### config.mk
export PLATFORM = sky130hd
export DESIGN_NAME = rieu_div_stage
export DESIGN_NICKNAME = d
export VERILOG_FILES = /design/src/rtl/rieu_pkg.sv /design/src/rtl/rieu_div_stage.sv
export SDC_FILE = /design/constraint.sdc
export NUM_CORES = 1
export LEC_CHECK = 0
export BUFFER_PORTS_ARGS = -buffer_cell sky130_fd_sc_hd__buf_2
export CORE_UTILIZATION = 48
export DETAILED_ROUTE_END_ITERATION = 6
export PLACE_DENSITY = 0.9
export SLEW_MARGIN = 5
export SYNTH_ARGS = -nofsm -noshare
export SYNTH_HDL_FRONTEND = slang
export SYNTH_SLANG_ARGS = --single-unit
export TNS_END_PERCENT = 30
### constraint.sdc
create_clock -name vclk -period 6.2
set_input_delay 0.62 -clock vclk [all_inputs]
set_output_delay 0.62 -clock vclk [all_outputs]
set_load 0.02 [all_outputs]
### src/rtl/rieu_pkg.sv
// ----------------------------------------------------------------------------
// rieu_pkg
// types, codes and helpers shared by the integer execute unit
// ----------------------------------------------------------------------------
`default_nettype none
package rieu_pkg;

  localparam int unsigned DataW = 32;
  localparam int unsigned DivStages = 32;

  localparam logic [2:0] ST_OK   = 3'd0;
  localparam logic [2:0] ST_TRAP = 3'd1;
  localparam logic [2:0] ST_DIVZ = 3'd2;
  localparam logic [2:0] ST_ILL  = 3'd3;
  localparam logic [2:0] ST_NOTH = 3'd4;
  localparam logic [2:0] ST_NOP  = 3'd5;
  localparam logic [8:0] DIVZ_VECTOR = 9'd6;

  localparam logic [1:0] K_VAL  = 2'd0;
  localparam logic [1:0] K_MUL  = 2'd1;
  localparam logic [1:0] K_DIV  = 2'd2;

  typedef struct packed {
    logic [31:0] instruction;
    logic [31:0] src1_value;
    logic [31:0] src2_value;
  } in_word_t;

  typedef struct packed {
    logic [4:0]  dest_reg;
    logic        write_enable;
    logic [31:0] result_value;
    logic [2:0]  status;
    logic [8:0]  exc_vector;
  } out_word_t;

  // decoded item carried down the pipe
  typedef struct packed {
    logic [4:0]  dest_reg;
    logic [2:0]  status;
    logic [8:0]  exc_vector;
    logic [1:0]  kind;
    logic        neg;
    logic [31:0] val;
    logic [31:0] opa;
    logic [31:0] opb;
  } dec_t;

  function automatic logic [31:0] cmp_word(input logic [31:0] a, input logic [31:0] b);
    logic [31:0] v;
    logic signed [31:0] sa;
    logic signed [31:0] sb;
    begin
      sa = a;
      sb = b;
      v = 32'h2;
      v[2] = (a == b);   v[3] = (a != b);
      v[4] = (sa > sb);  v[5] = !(sa > sb);
      v[6] = (sa < sb);  v[7] = !(sa < sb);
      v[8] = (a > b);    v[9] = !(a > b);
      v[10] = (a < b);   v[11] = !(a < b);
      return v;
    end
  endfunction

endpackage
`default_nettype wire

### src/rtl/rieu_div_stage.sv
// ----------------------------------------------------------------------------
// rieu_div_stage
// one restoring divide step
// ----------------------------------------------------------------------------
`default_nettype none
module rieu_div_stage import rieu_pkg::*; (
  input  wire logic [63:0] rq_in,
  input  wire logic [31:0] dvs,
  output logic      [63:0] rq_out
);
  logic [63:0] t;
  logic [32:0] diff;
  always_comb begin
    t = rq_in << 1;
    diff = {1'b0, t[63:32]} - {1'b0, dvs};
    rq_out = t;
    if (!diff[32]) begin
      rq_out[63:32] = diff[31:0];
      rq_out[0] = 1'b1;
    end
  end
endmodule
`default_nettype wire

Yosys cells after proc, flatten, opt, wreduce, memory -nomap -nowiden

Cells that the tools add are included.
W data, S select, Z words.

Add/subtract/negate cells: 1
Multipliers: 0
Divide/modulo/power cells: 0
$lt $le $gt $ge: 0
Equal/unequal tests: 0
Shift operators: 0
Mux-type cells: 2
Bitwise gates (word level): 0
Reductions and logical operators: 0

Operators by type and width:

| kind             | number |
|---|---|
| $sub A32 B32 Y33 | 1 |
| $mux W32         | 1 |
| $mux W1          | 1 |

Register bits after elaboration: 0
Latch bits: 0
RAM bits: 0
Memory bits (read-only): 0
Input port bits: 96
Output and inout port bits: 64
Word-level logic and storage cells: 3
Memories kept: 0

Longest topological paths before layout

Gate-level depths: netlist (run 1).

Word-level depth: 2
Gate-level depth with buffers: 13
Depth with buffers taken out: 12

Worst setup path after synthesis (run 1)

OpenSTA, ideal clock, no wires.

Kind: input-to-output
Start: input rq_in[31]
End: output rq_out[38]
Arrival time: 3.238 ns
Required time: 5.580 ns
Setup slack: 2.342 ns
Stages on the path: 13
Path buffers: 1
Cells stage by stage: inv_1 ha_1 fa_1 nand2b_1 a21oi_2 o2111ai_1 nor3b_2 o21a_2 o21a_4 o21ai_4 buf_4 nor2_1 a21oi_1

Longest elaborated chain between the ends: 2

Ends and longest elaborated chain:

| item             | RTL line             | source |
|---|---|---|
| start, declared  | rieu_div_stage.sv:7  | `input wire logic [63:0] rq_in,` |
| $sub A32 B32 Y33 | rieu_div_stage.sv:15 | `diff = {1'b0, t[63:32]} - {1'b0, dvs};` |
| $mux W32         | rieu_div_stage.sv:17 | `if (!diff[32]) begin` |
| end, declared    | rieu_div_stage.sv:9  | `output logic [63:0] rq_out` |

No other way between the ends.

Worst setup path in the final report (run 1)

Start: input rq_in[31]
End: output rq_out[40]

Same word-level chain as after synthesis.

==> results of run 1 <==
==> metal layers <==
metal | vias up | GRT usage [%] | routed length (um) | share of wire (%)
met5 | - | 0 | 0 | 0
met4 | 0 | 1.53 | 9 | 0.16
met3 | 4 | 1.25 | 345 | 6.1
met2 | 111 | 39.8 | 2900 | 51
met1 | 1147 | 24.8 | 2420 | 43
li1 | 1325 | - | - | -
==> power by group <==
group,internal [mW],switching (mW),total [mW]
logic,0.146,0.201,0.346
registers,0,0,0
clock network,0,0,0
total,0.146,0.201,0.346
==> Yosys cell counts, drive strengths merged <==
| cell | number |
|---|---|
| buf | 37 |
| nor2b | 1 |
| a2111oi | 1 |
| a211oi | 3 |
| and4 | 1 |
| nor3 | 3 |
| o211ai | 2 |
| o2111ai | 2 |
| nand4 | 5 |
| mux2 | 10 |
| o31a | 3 |
| o31ai | 1 |
| a211o | 1 |
| o21ai | 19 |
| o221ai | 2 |
| ha | 32 |
| fa | 1 |
| a21o | 11 |
| nor2 | 36 |
| o22ai | 1 |
| clkbuf | 6 |
| xor2 | 9 |
| and2 | 3 |
| xnor2 | 19 |
| nand3 | 6 |
| nand2b | 8 |
| or2b | 1 |
| nand2 | 18 |
| o21bai | 4 |
| a21oi | 50 |
| a31oi | 4 |
| a41oi | 3 |
| o41ai | 1 |
| or2 | 2 |
| inv | 45 |
| nor3b | 1 |
| a311oi | 1 |
| o21a | 6 |
==> per-stage QoR <==
step                util [%]  instances  hold slack [ns]  power, mW  instance area [sq um]
finish                  56.0        482             1.24      0.346                   2660
global route            56.0        482             1.24      0.382                   2660
CTS                     56.0        482             1.24      0.346                   2660
detailed placement      56.0        482             1.24      0.344                   2660
global placement        56.0        482             1.24      0.337                   2660
floorplan                  -        359             1.35      0.286                   2390
==> placed cells by master (no fill, tap or decap), drive strengths merged, types with 2 or more instances in the layout <==
| cell | Yosys | routed |
|---|---|---|
| buf | 37 | 99 |
| mux2 | 10 | 10 |
| ha | 32 | 32 |
| o211ai | 2 | 2 |
| nand2b | 8 | 8 |
| o21bai | 4 | 4 |
| nand2 | 18 | 18 |
| a21oi | 50 | 50 |
| o31a | 3 | 3 |
| nand3 | 6 | 6 |
| or2 | 2 | 2 |
| a211oi | 3 | 3 |
| and2 | 3 | 3 |
| inv | 45 | 45 |
| o21ai | 19 | 19 |
| nor2 | 36 | 36 |
| nand4 | 5 | 5 |
| xnor2 | 19 | 19 |
| nor3 | 3 | 3 |
| o2111ai | 2 | 2 |
| o221ai | 2 | 2 |
| a21o | 11 | 11 |
| o21a | 6 | 6 |
| xor2 | 9 | 9 |
| a31oi | 4 | 4 |
| a41oi | 3 | 3 |
==> area by class of cell <==
type / count / area [sq um]
tap: 67 / 83.8
timing repair buffer: 99 / 500
fill: 474 / 2090
inverter: 45 / 169
multi-input combinational: 271 / 1910
==> worst paths after layout <==
check | from | end | slack [ns]
setup / recovery | rq_in[31] | rq_out[40] | 1.49
hold / removal | rq_in[9] | rq_out[10] | 1.24
==> kinds of logic after synthesis <==
group,Yosys count,share of synthesized area (%)
fa+ha+maj,33,17.6
mux,10,5.19
buf+inv,88,20.0
simple gates,85,16.6
compound gates,115,30.4
xor+xnor,28,10.3
==> flow_summary.toml, run 1 <==
[die]
io_pins = 160
design.core.area_sq_um = 4750
die_area_sq_um = 5260
rows = 25
die_h_um = 72.5
initial_utilization_pct = 50.2
die_x_um = 72.5

[clock_network]
cts_hold_buf = 0
cts_resized = 0
cts_setup_buffers = 0

[power_and_ir_drop]
leakagePower_nw = 1.43
vdd_drop_max_v = 0.0000623
power_density_nw_per_um2 = 130

[global_routing]
grt_pass1_vias = 2278
antenna_found_initial = 0
gr-total-overflow = 0
grt_pass1_wl_um = 9140
grt_start_max_net_pins = 41
track_usage_pct = 20.2

[worst_setup_path]
path_cells = "buf_2 -> inv_1 -> ha_1 -> fa_1 -> nand2b_1 -> a21oi_2 -> o2111ai_1 -> nor3b_2 -> o21a_2 -> o21a_4 -> o21ai_4 -> buf_4 -> nor2_1 -> a21oi_1 -> buf_2"
path_delay_family = "compound AO/OA/AOI/OAI gates"
critPathArrivalTime_ns = 4.09
crit_type = "input pin to output port"
endpoint_kind = "output port"
cp_slowest_cell = "o21ai_4"
required_ns = 5.58
cpMostUsedCell = "buf_2"
crit_fanout = 40
path_depth = 15
worst_path_largest_cell_delay_ns = 0.81
cp_num_buf_inv = 4
cp-start-kind = "input pin"

[layout]
area_growth_pct = 11.5
flops_and_latches = 0
nets = 546
n_antenna_cell = 0
regArea_sq_um = 0
nClkBuffers = 0
drive_gt1_share_pct = 27.7

[routing]
wl_per_cell_um = 11.8
antenna_left = 0
drc_errors = 0
first_iter_violations = 122
wirelength_um = 5670
vias = 2587
firstDrtPassIters = 4
vias_per_cell = 5.37

[status]
status = "completed"

[yosys]
avgSynthCellArea_sq_um = 6.65
syn-num-nets = 488
synth.top_cell.area_share_pct = 16.8
syn_area_sq_um = 2390
ys_seq_area_share_pct = 0
synth_top_area_cell = "ha_1"
syn-instance-count = 359
ys_types = 46
yosysWarnings = 0
synthTopCellsByArea = "ha_1, buf_4, a21oi_1, inv_1, xnor2_1"

[timing]
period_needed_ns = 4.71
grt_setup_unrepaired = "no"
setup-violations-final = 0
relSlewSlack_pct = 31.1
maxSlewViolCount = 0
fin_crit_sh_pct = 76.0
finalHoldViolCount = 0
fin_tns_setup_ns = 0
worstMarginPinSlew_ns = 1.03
fmax_mhz = 212
setup_ws_ns = 1.49

[placed_design]
gp_congestion = 0.887
post-dp-hpwl_um = 4770
dp_slack_ns = 1.46
portBuffers = 97

[worst_hold_path]
hold_depth = 0
hp-class = "input pin to output port"

[run]
cap_violations = 0
(Power assumes the default switching activity.)
==> run 2, diff against run 1 <==
- CORE_UTILIZATION: 48 -> 45
- PLACE_DENSITY: 0.9 -> 0.85
- clock period: 6.2 -> 4.8 ns (I/O delays scaled with it)
==> run 2 against run 1 <==
Effect of this change:
- die area grew 6.5%
- power grew 29%
- count of clock-buffer cells in the layout is the same
- non-clock buffer count is the same
- flip-flop and latch count is the same
- final area grew 0.14%
- utilization shrank 3.8 points
- first-iteration DRC count shrank 30%
- wire length shrank 0.81%
- final cell count grew 0.62%
- critical path type unchanged
- highest routed layer unchanged
==> flow_summary.toml, run 2 (synthesized netlist as in run 1, its figures left out) <==
[status]
status = "completed"

[timing]
fmax_mhz = 250
fin_tns_setup_ns = 0
setup-violations-final = 0
grt_setup_unrepaired = "no"
maxSlewViolCount = 0
fin_crit_sh_pct = 83.3
period_needed_ns = 4.00
worstMarginPinSlew_ns = 0.454
relSlewSlack_pct = 69.6
finalHoldViolCount = 0
whs_ns = 0.960
setup_ws_ns = 0.803

[global_routing]
grt_pass1_vias = 2267
antenna_found_initial = 0
grt_pass1_wl_um = 9080
track_usage_pct = 19.3
gr-total-overflow = 0
grt_start_max_net_pins = 32

[routing]
first_iter_violations = 86
vias_per_cell = 5.35
firstDrtPassIters = 4
vias = 2596
wl_per_cell_um = 11.6
drc_errors = 0
antenna_left = 0
wirelength_um = 5620

[power_and_ir_drop]
power_mw = 0.447
leakagePower_nw = 1.43
vdd_drop_max_v = 0.0000853
power_density_nw_per_um2 = 167

[layout]
n_antenna_cell = 0
flops_and_latches = 0
fin_cells = 485
design_area_sq_um = 2670
area_growth_pct = 11.7
nets = 546
layout_commonest_cell = "buf_2"
fin_util_pct = 52.2
regArea_sq_um = 0
drive_gt1_share_pct = 27.7
nClkBuffers = 0
layout_common_cells = "buf_2, a21oi_1, inv_1"

[worst_hold_path]
hp-start = "rq_in[13]"
hold_end = "rq_out[14]"
hold_depth = 0
hp-class = "input pin to output port"

[die]
die_x_um = 74.9
die_area_sq_um = 5600
io_pins = 160
initial_utilization_pct = 46.8
die_h_um = 74.9
design.core.area_sq_um = 5110
rows = 26

[clock_network]
cts_hold_buf = 0
cts_resized = 0
cts_setup_buffers = 0

[placed_design]
portBuffers = 97
dp_slack_ns = 0.784
dp_cells = 485
gp_congestion = 0.894
postPlaceCellArea_sq_um = 2670
post-dp-hpwl_um = 4730

[worst_setup_path]
critPathArrivalTime_ns = 3.52
crit_fanout = 31
cp-start-kind = "input pin"
cpMostUsedCell = "buf_2"
required_ns = 4.32
crit_type = "input pin to output port"
cp_slowest_cell = "fa_1"
path_cells = "buf_2 -> inv_1 -> ha_1 -> fa_1 -> nand2b_1 -> a21oi_2 -> o2111ai_1 -> nor3b_2 -> o21a_2 -> o21a_4 -> o21ai_4 -> buf_4 -> mux2_2 -> buf_2"
endpoint_kind = "output port"
worst_path_largest_cell_delay_ns = 0.40

[run]
cap_violations = 0
-- run 2: cell type report --
cell class	instances	area, sq um
Fill cell	503	2440
Multi-Input combinational cell	271	1910
Timing Repair Buffer	99	500
Inverter	45	169
Tap cell	70	87.6
-- run 2: worst max path at each step --
stage                     startpoint         end  slack, ns  cells past startpoint
after CTS                  rq_in[31]  rq_out[52]       0.78                     14
after floorplan            rq_in[31]  rq_out[38]       1.22                     13
after global routing       rq_in[31]  rq_out[50]       0.58                     14
after detailed placement   rq_in[31]  rq_out[52]       0.78                     14
after global placement     rq_in[31]  rq_out[50]       0.82                     14
final                      rq_in[31]  rq_out[52]       0.80                     14
-- run 2: where the power goes --
group | internal (mW) | switching (mW)
combinational | 0.187 | 0.259
clock | 0 | 0
sequential | 0 | 0
-- run 2: critical path: cells and delay by family --
family	cells	cell delay, ns
fa+ha+maj	2	0.61
simple gates	2	0.40
compound gates	5	1.02
mux	1	0.38
buf+inv	4	0.61
-- run 2: metal layers --
metal  share of wire, %  vias up  global-route usage (%)
met1                 45     1163                    24.3
met4                1.0        0                    2.94
met2                 49       93                    36.3
li1                   -     1328                       -
met5                  0        -                       0
met3                4.4       12                    1.47
